`src/sv/dnt_pkg.sv`:
```
`timescale 1ns / 1ps
// ----------------------------------------------------------------------------
// dnt_pkg: shared types and codes for the directory name table
// Request and status codes, controller states and the command and status
// bundles between the controller and the datapath.
// ----------------------------------------------------------------------------
package dnt_pkg;

  localparam int WORD_W   = 64;
  localparam int NAME_W   = 4 * WORD_W;
  localparam int INODE_W  = 16;
  localparam int OP_W     = 3;
  localparam int STATUS_W = 2;

  localparam logic [OP_W-1:0] OP_PUT    = 3'd0;
  localparam logic [OP_W-1:0] OP_DELETE = 3'd1;
  localparam logic [OP_W-1:0] OP_LOOKUP = 3'd2;
  localparam logic [OP_W-1:0] OP_LIST   = 3'd3;
  localparam logic [OP_W-1:0] OP_CLEAR  = 3'd4;

  localparam logic [STATUS_W-1:0] ST_OK        = 2'd0;
  localparam logic [STATUS_W-1:0] ST_FULL      = 2'd1;
  localparam logic [STATUS_W-1:0] ST_EXISTS    = 2'd2;
  localparam logic [STATUS_W-1:0] ST_NOT_FOUND = 2'd3;

  typedef enum logic [2:0] {
    S_IDLE,
    S_DISPATCH,
    S_SCAN,
    S_WRITE,
    S_SHIFT,
    S_LIST_RD,
    S_LIST_OUT,
    S_RESP
  } state_t;

  typedef struct packed {
    logic                accept;
    logic                scan_start;
    logic                scan_step;
    logic                shift_start;
    logic                shift_step;
    logic                put_write;
    logic                count_inc;
    logic                count_dec;
    logic                count_clr;
    logic                list_start;
    logic                list_read;
    logic                list_load;
    logic                resp_load;
    logic [STATUS_W-1:0] resp_status;
    logic                resp_use_inode;
  } dnt_cmd_t;

  typedef struct packed {
    logic [OP_W-1:0] op;
    logic            full;
    logic            empty;
    logic            hit;
    logic            scan_end;
    logic            out_free;
    logic            list_last;
  } dnt_stat_t;

endpackage

```
`src/sv/dnt_ctrl.sv`:
```
`timescale 1ns / 1ps
// ----------------------------------------------------------------------------
// dnt_ctrl: request sequencer for the directory name table
// Decodes the request, runs the search, append, shift and list sequences
// and hands the final status to the result register.
// ----------------------------------------------------------------------------
module dnt_ctrl import dnt_pkg::*; (
  input  logic      clk,
  input  logic      rst,
  input  logic      in_valid,
  output logic      busy,
  input  dnt_stat_t stat,
  output dnt_cmd_t  cmd
);

  state_t              state;
  state_t              state_next;
  logic [STATUS_W-1:0] code;
  logic [STATUS_W-1:0] code_next;
  logic                use_inode;
  logic                use_inode_next;

  always_ff @(posedge clk) begin
    if (rst) begin
      state     <= S_IDLE;
      code      <= ST_OK;
      use_inode <= 1'b0;
    end else begin
      state     <= state_next;
      code      <= code_next;
      use_inode <= use_inode_next;
    end
  end

  always_comb begin
    state_next     = state;
    code_next      = code;
    use_inode_next = use_inode;
    case (state)
      S_IDLE: begin
        use_inode_next = 1'b0;
        if (in_valid) state_next = S_DISPATCH;
      end
      S_DISPATCH: begin
        case (stat.op)
          OP_PUT: begin
            if (stat.full) begin
              code_next  = ST_FULL;
              state_next = S_RESP;
            end else begin
              state_next = S_SCAN;
            end
          end
          OP_DELETE, OP_LOOKUP: state_next = S_SCAN;
          OP_LIST: begin
            if (stat.empty) begin
              code_next  = ST_NOT_FOUND;
              state_next = S_RESP;
            end else begin
              state_next = S_LIST_RD;
            end
          end
          default: begin
            code_next  = ST_OK;
            state_next = S_RESP;
          end
        endcase
      end
      S_SCAN: begin
        if (stat.hit) begin
          case (stat.op)
            OP_PUT: begin
              code_next  = ST_EXISTS;
              state_next = S_RESP;
            end
            OP_DELETE: state_next = S_SHIFT;
            default: begin
              code_next      = ST_OK;
              use_inode_next = 1'b1;
              state_next     = S_RESP;
            end
          endcase
        end else if (stat.scan_end) begin
          if (stat.op == OP_PUT) begin
            state_next = S_WRITE;
          end else begin
            code_next  = ST_NOT_FOUND;
            state_next = S_RESP;
          end
        end
      end
      S_WRITE: begin
        code_next  = ST_OK;
        state_next = S_RESP;
      end
      S_SHIFT: begin
        if (stat.scan_end) begin
          code_next  = ST_OK;
          state_next = S_RESP;
        end
      end
      S_LIST_RD: state_next = S_LIST_OUT;
      S_LIST_OUT: begin
        if (stat.out_free) state_next = stat.list_last ? S_IDLE : S_LIST_RD;
      end
      S_RESP: begin
        if (stat.out_free) state_next = S_IDLE;
      end
      default: state_next = S_IDLE;
    endcase
  end

  always_comb begin
    busy               = (state != S_IDLE);
    cmd                = '0;
    cmd.resp_status    = code;
    cmd.resp_use_inode = use_inode;
    case (state)
      S_IDLE: cmd.accept = in_valid;
      S_DISPATCH: begin
        cmd.scan_start = (stat.op != OP_LIST);
        cmd.list_start = (stat.op == OP_LIST);
        cmd.count_clr  = (stat.op == OP_CLEAR);
      end
      S_SCAN: begin
        cmd.scan_step   = 1'b1;
        cmd.shift_start = stat.hit && (stat.op == OP_DELETE);
      end
      S_WRITE: begin
        cmd.put_write = 1'b1;
        cmd.count_inc = 1'b1;
      end
      S_SHIFT: begin
        cmd.shift_step = 1'b1;
        cmd.count_dec  = stat.scan_end;
      end
      S_LIST_RD:  cmd.list_read = 1'b1;
      S_LIST_OUT: cmd.list_load = stat.out_free;
      S_RESP:     cmd.resp_load = stat.out_free;
      default:    cmd.accept = 1'b0;
    endcase
  end

  a_accept_idle: assert property (@(posedge clk) disable iff (rst)
    cmd.accept |=> (state == S_DISPATCH))
    else $error("accepted request not dispatched");

  a_resp_done: assert property (@(posedge clk) disable iff (rst)
    cmd.resp_load |=> (state == S_IDLE))
    else $error("sequencer did not return after result load");

  a_one_write: assert property (@(posedge clk) disable iff (rst)
    $onehot0({cmd.count_inc, cmd.count_dec, cmd.count_clr}))
    else $error("conflicting count updates");

endmodule

```
`config.mk`:
```
export PLATFORM = sky130hd
export DESIGN_NAME = dnt_ctrl
export DESIGN_NICKNAME = d
export VERILOG_FILES = /design/src/sv/dnt_pkg.sv /design/src/sv/dnt_ctrl.sv
export SDC_FILE = /design/constraint.sdc
export NUM_CORES = 1
export LEC_CHECK = 0
export BUFFER_PORTS_ARGS = -buffer_cell sky130_fd_sc_hd__buf_4
export CORE_UTILIZATION = 40
export CTS_CLUSTER_SIZE = 12
export DETAILED_ROUTE_END_ITERATION = 12
export PLACE_DENSITY = 0.75
export SLEW_MARGIN = 40
export SYNTH_ARGS = -nofsm -noshare
export SYNTH_HDL_FRONTEND = slang
export SYNTH_SLANG_ARGS = --single-unit
```
`constraint.sdc`:
```
create_clock -name clk -period 2 [get_ports clk]
set_input_delay 0.1 -clock clk [delete_from_list [all_inputs] [get_ports clk]]
set_output_delay 0.1 -clock clk [all_outputs]
set_load 0.01 [all_outputs]
```
== Word-level counts from Yosys, hierarchy flattened ==
Cells that the tools add are included.
Storage, ports and cells
  input port bits: 12
  register bits: 6
Operators by class
  reduce and logical (&&, ||, !) cells: 11
  muxes and demuxes: 35
  equal/unequal tests: 24
Operator list (count)
  $mux 3: 9
  $pmux 3 s8: 1
  $mux 2: 11
  $eq 3x3->1 const B: 5
  $ne 3x3->1 const B: 5
  $ne 2x2->1 const B: 7
  $eq 3x2->1 const B: 4
  $mux 1: 9
  $pmux 3 s3: 1
  $pmux 2 s4: 1
  $reduce_and 8->1: 1
  $eq 3x1->1 const B: 2
  $logic_not 3->1: 2
  $pmux 2 s3: 1
  $reduce_and 5->1: 1
  $pmux 2 s2: 1
  $reduce_bool 4->1: 1
  $reduce_or 2->1: 2
  $ne 3x2->1 const B: 1
  $reduce_and 3->1: 1
  $reduce_bool 3->1: 1
  $pmux 1 s2: 1
  $reduce_bool 2->1: 1
  $logic_and 1x1->1: 1

== Longest topological paths before layout ==
Gate-level depths: netlist of the first run.
  depth in word-level cells: 5
  gate-level depth with buffers: 6

== Worst setup path after synthesis of the first run ==
OpenSTA, ideal clock, no wires.
  kind: reg2reg
  from: register state[0]
  to: register code[1]
  stages on the path, launching flop included: 6
  slack: 431 ps
  required time: 1878 ps
  data arrival time: 1447 ps
  buffers on the path: 1
  cell sequence: dfxtp_1 buf_6 nor3b_1 nand2_1 o311a_4 o311a_1
Between the ends
  cells in the longest elaborated chain, start to end: 3
RTL lines
  start, declared: line dnt_ctrl.sv:16  | state_t state;
  start signal, assigned: line dnt_ctrl.sv:29  | state <= state_next;
  $eq 3x1->1, or another cell as far along: line dnt_ctrl.sv:39  | case (state)
  $ne 3x3->1 (no line), or another cell as far along
  $reduce_and 8->1 (no line)
  end signal, assigned: line dnt_ctrl.sv:30  | code <= code_next;
  end, declared: line dnt_ctrl.sv:18  | logic [STATUS_W-1:0] code;
Several ways; a longest one is shown, not always the timed one.
A chain may end at the register's enable or synchronous reset.

== Worst setup path after layout of the first run ==
Ends and elaborated chain as after synthesis.

==> qor.yml, run 1 <==
leakage_nw: 0.403
worst_setup_path_end_kind: "flip-flop"
multi_input_area_um2: 478
synth-edff-count: 0
nNetsFinal: 129
violations: "DRC"
cts_hold_buffers: 0
r2r_setup_slack_ns: 0.29
ir_worst_vdd_uv: 542
synthDistinctLibCells: 45
max_freq_ghz: 0.586
p_sw_uw: 500
gp_congestion: 0.928
crit_path_max_fanout: 10
antenna_cells: 0
cts_sinks: 6
dp_hpwl_mm: 1.42
yosys_warnings: 0
cts_tree: "built"
status: "finished with violations"
final_max_slew_viol_count: 0
grt_pass1_wl_mm: 3.08
critPathKind: "reg2reg"
grt_max_degree: 12
io_buffers: 28
r2r-start: "state[0]"
cap_viol_max_count: 0
drive_above_1_share_pct: 40.9
yosys_register_bits: 6
tightest_slew_ns: 0.433
rows: 14
dieArea_mm2: 0.00190
post-route-util_pct: 58.1
ys_seq_area_share_pct: 17.4
switching_share_pct: 45.5
internal_power_uw: 600
clk_path_buf_depth: 2
grtUsageTotal_pct: 21.3
place_area_um2: 883
final_cell_mix: "buf_4, nor2_1, o21ai_0, nor3_1, dfxtp_1"
clk_latency_ns: 0.24
worstPathRequired_ns: 2.13
drtAntennaViolNets: 0
fin_crit_sh_pct: 85.4
core_area_mm2: 0.00156
firstDrtPassIters: 8
cts_made_buffers: 3
stdcell_count: 131
cts_resized: 0
total_power_mw: 1.10
numPlacedInstances: 128
worstHoldPathType: "in2reg"
grt_pass1_vias: 716
vias: 755
cts_setup_buffers: 0
finalHoldViolations: 0
initialDrtViolationCount: 19
antenna_found_initial: 0
root_buffer: "clkbuf_4"
synth-async-reset-ratio_pct: 0
p_clk_share_pct: 9.9
r2r_cells: 5
hold_path_end: "code[0]"
fin_crit_ns: 1.71
min_from: "rst"
io-pin-count: 29
synth_area_um2: 691
grt-ovfl-total: 0
clock_skew_ns: 0.00326
p_per_area_mw_per_mm2: 1210
finalSetupViolations: 0
die_h_um: 43.6
cp.arrival_ns: 1.83
route.detailed.drc: 3
pwr-share-comb_pct: 66.4
fp.dieW_um: 43.6
htreeDepth: 1
fillerInstances: 154
syn_to_final_growth_pct: 31.2
worstReg2RegEnd: "code[1]"
syn_nets: 101
seqPwrFrac_pct: 23.7
viasPerCell: 5.76
setup-tns-final_ns: 0
start_util_pct: 44.3
relSlewSlack_pct: 71.1
cp-start-kind: "flip-flop"
ys.flop_type: "dfxtp_1"
cts.clk_slew.worst_paths_ns: 0.04
rsz0062_at_grt: "no"
syn_avg_cell_area_um2: 7.76
totalWireLength_mm: 1.81
regArea_um2: 120
syn_inst: 89
wl_per_cell_um: 13.8
fin_area_um2: 906
hold-path-cell-count: 2
final_common_cell: "buf_4"
-- worst max-delay path by stage --
| stage | cells after the start | to | from | slack, ns |
|---|---|---|---|---|
| 3_3_place_gp | 5 | code[1] | state[0] | 0.33 |
| 3_5_place_dp | 5 | code[1] | state[0] | 0.29 |
| 4_1_cts | 5 | code[1] | state[0] | 0.29 |
| 6_report | 5 | code[1] | state[0] | 0.29 |
| 2_1_floorplan | 5 | code[1] | state[0] | 0.43 |
| 5_1_grt | 6 | state[2] | state[2] | 0.12 |
-- registers in the layout, indices dropped and copies added (netlist names) --
name,count
state,3
use_inode,1
code,2
-- worst max-delay path, stage by stage, from the launching register on --
cell      delay, ns
dfxtp_1        0.51
inv_4          0.11
or4_4          0.55
a21oi_4        0.20
o21bai_1       0.10
o311a_1        0.13
-- cells in the mapped netlist (2+ instances only) --
library cell  number  area share [%]
nor2_1            10             5.4
nor3_1             6             4.3
buf_4              3             3.3
a211o_2            2             2.9
nand2_1            3             1.6
and3_1             2             1.8
nand3_1            3             2.2
nor4_1             3             2.7
a221oi_1           2             2.5
inv_1              5             2.7
dfxtp_1            6              17
o21ai_0            9             6.5
clkbuf_1           2             1.1
o21bai_1           2             2.2
-- cell type report --
type / instances / area share (%)
clock buffers: 3 / 2.49
inverters: 6 / 2.76
multi-input cells: 68 / 52.8
flip-flops and latches: 6 / 13.3
well taps: 16 / 2.21
repair buffers: 32 / 26.5
-- power by group through the flow --
stage / sequential [mW] / combinational (mW) / clock (mW)
floorplan: 0.206 / 0.564 / 0
global placement: 0.261 / 0.723 / 0
detailed placement: 0.262 / 0.726 / 0
CTS: 0.260 / 0.731 / 0.119
global route: 0.274 / 0.804 / 0.133
finish: 0.260 / 0.730 / 0.109
-- per-layer routing --
layer / vias to the layer above / GRT usage [%] / part of all wire [%]
met5: - / 0 / 0
met4: 0 / 11.9 / 0
met3: 0 / 1.67 / 7.2
met2: 33 / 32.5 / 49
met1: 337 / 29.4 / 43
li1: 385 / - / -
-- kinds of logic after synthesis --
kind of cell	Yosys count	share of synthesized area, %
AO/OA/AOI/OAI	27	33.9
flip-flops	6	17.4
AND/OR/NAND/NOR	40	34.1
buffers and inverters	15	13.4
XOR/XNOR	1	1.27
-- per-stage QoR --
stage	hold WS, ns	setup slack, ns
2_1_floorplan	0.162	0.431
3_3_place_gp	0.314	0.330
3_5_place_dp	0.314	0.289
4_1_cts	0.0456	0.288
5_1_grt	0.0537	0.116
6_report	0.0586	0.293
Note: power is estimated with default switching activity, not from simulation.
==> run 2: changes to the inputs <==
==> constraint.sdc (replaced) <==
create_clock -name clk -period 2.2 [get_ports clk]
set_input_delay 0.22 -clock clk [delete_from_list [all_inputs] [get_ports clk]]
set_output_delay 0.22 -clock clk [all_outputs]
set_load 0.01 [all_outputs]
==> run 2 against run 1 <==
  * The run still ends with DRC left
  * Non-clock buffer count shrank 2
  * Total power shrank 9.7%
  * Cell area shrank 1.7%
  * Via count grew 4.5%
==> qor.yml, run 2 (synthesis gave the netlist of run 1 again) <==
clk_latency_ns: 0.25  # about the same
worstPathRequired_ns: 1.98  # -0.15 ns
cts_tree: "built"
grt_max_degree: 18  # +6
vias: 789  # +4.5%
totalWireLength_mm: 1.83  # +1.1%
final_max_slew_viol_count: 0  # unchanged
leakage_nw: 0.393  # -2.6%
place_area_um2: 868  # -1.7%
cts_setup_buffers: 0  # unchanged
grt_pass1_wl_mm: 2.79  # -9.2%
grt_pass1_vias: 634  # -11%
reg_top3: "state (3), code (2), use_inode (1)"
cts_sinks: 6  # unchanged
p_clk_share_pct: 10.4  # +0.5 points
core_area_mm2: 0.00156  # unchanged
setup-tns-final_ns: 0  # unchanged
post-route-util_pct: 57.1  # -0.96 points
io-pin-count: 29  # unchanged
hold_path_end: "code[0]"
fin_area_um2: 891  # -1.7%
grtUsageTotal_pct: 19.5  # -1.8 points
drive_above_1_share_pct: 39.8  # -1.0 points
ir_worst_vdd_uv: 584  # +7.8%
cts_made_buffers: 3  # unchanged
nNetsFinal: 127  # -1.6%
p_per_area_mw_per_mm2: 1110  # -8.2%
numPlacedInstances: 126  # -1.6%
cap_viol_max_count: 0  # unchanged
switching_share_pct: 46.9  # +1.4 points
hold-path-cell-count: 2  # unchanged
final_common_cell: "buf_4"
max_freq_ghz: 0.560
relSlewSlack_pct: 64.4  # -6.7 points
gp_congestion: 0.831  # -10%
stdcell_count: 129  # -1.5%
critPathKind: "reg2out"
fin_ws_ns: 0.413  # +0.121 ns
finalSetupViolations: 0  # unchanged
crit_path_max_fanout: 15  # +5
finalHoldViolations: 0  # unchanged
cp.arrival_ns: 1.57  # -0.26 ns
cts_resized: 0  # unchanged
violations: "DRC"
wl_per_cell_um: 14.2  # +2.6%
drtAntennaViolNets: 0  # unchanged
dp_hpwl_mm: 1.36  # -4.8%
status: "finished with violations"
rows: 14  # unchanged
firstDrtPassIters: 8  # unchanged
clk_path_buf_depth: 2  # unchanged
r2r_setup_slack_ns: 0.48  # +0.19 ns
internal_power_uw: 527  # -12%
pwr-share-comb_pct: 66.6  # +0.2 points
pre_cts_ws_ns: 0.520  # +0.232 ns
fin_crit_sh_pct: 81.2
io_buffers: 28  # unchanged
worst_setup_path_end_kind: "output port"
seqPwrFrac_pct: 23.0  # -0.7 points
die_h_um: 43.6  # unchanged
grt-ovfl-total: 0  # unchanged
p_sw_uw: 466  # -6.9%
viasPerCell: 6.12  # +6.1%
htreeDepth: 1  # unchanged
root_buffer: "clkbuf_4"
final_cell_mix: "buf_4, nor2_1, o21ai_0, nor3_1, dfxtp_1"
cp-start-kind: "flip-flop"
route.detailed.drc: 4  # +1
fp.dieW_um: 43.6  # unchanged
largest_reg_flops: 3  # unchanged
worstReg2RegEnd: "state[0]"
syn_to_final_growth_pct: 29.0
cts_hold_buffers: 0  # unchanged
start_util_pct: 44.3  # unchanged
total_power_uw: 993  # -9.7%
dieArea_mm2: 0.00190  # unchanged
top_register: "state"
antenna_found_initial: 0  # unchanged
tightest_slew_ns: 0.533  # +0.0998 ns
r2r-start: "state[2]"
whs_ns: 0.174  # +0.116 ns
cts.clk_slew.worst_paths_ns: 0.05  # about the same
antenna_cells: 0  # unchanged
min_from: "rst"
rsz0062_at_grt: "no"
worstHoldPathType: "in2reg"
fin_crit_ns: 1.79
initialDrtViolationCount: 46  # +27
r2r_cells: 6  # +1
clock_skew_ns: 0.00434  # +0.00108 ns
==> run 2: changes by cell type in the layout (fill, tap and decap cells not counted), sizes merged <==
cell,delta
buf,-2
==> run 2: how the worst max path moves through the flow <==
stage / depth (start not counted) / from / end
2_1_floorplan: 5 / state[0] / code[1]
3_3_place_gp: 4 / state[1] / code[0]
3_5_place_dp: 6 / state[2] / state[0]
4_1_cts: 3 / state[1] / cmd[12]
5_1_grt: 3 / state[1] / cmd[12]
6_report: 3 / state[1] / cmd[12]
==> run 2: power by group through the flow <==
| stage | Sequential [mW] | Combinational [mW] | Clock, mW |
|---|---|---|---|
| final | 0.228 | 0.661 | 0.104 |
| after global routing | 0.233 | 0.721 | 0.108 |
| after CTS | 0.226 | 0.660 | 0.108 |
| after detailed placement | 0.228 | 0.657 | 0 |
| after global placement | 0.225 | 0.648 | 0 |
| after floorplan | 0.187 | 0.513 | 0 |
==> run 2: layout make-up <==
| type | instances | area, um2 |
|---|---|---|
| Fill cell | 158 | 668 |
| Multi-Input combinational cell | 68 | 478 |
| Timing Repair Buffer | 30 | 225 |
| Sequential cell | 6 | 120 |
| Inverter | 6 | 25.0 |
| Clock buffer | 3 | 22.5 |
| Tap cell | 16 | 20.0 |
==> run 2: per-layer routing <==
layer  track usage (%)  part of all wire [%]  vias up
li1                  -                     -      378
met1              27.7                    44      368
met2              28.7                    46       40
met3              2.50                   8.7        3
met4              10.0                   1.5        0
met5                 0                     0        -
==> run 2: worst max-delay path, cell delays in order (launching register included) <==
cell	delay (ns)
dfxtp_1	0.65
nand2b_1	0.19
nor3_1	0.30
buf_4	0.18
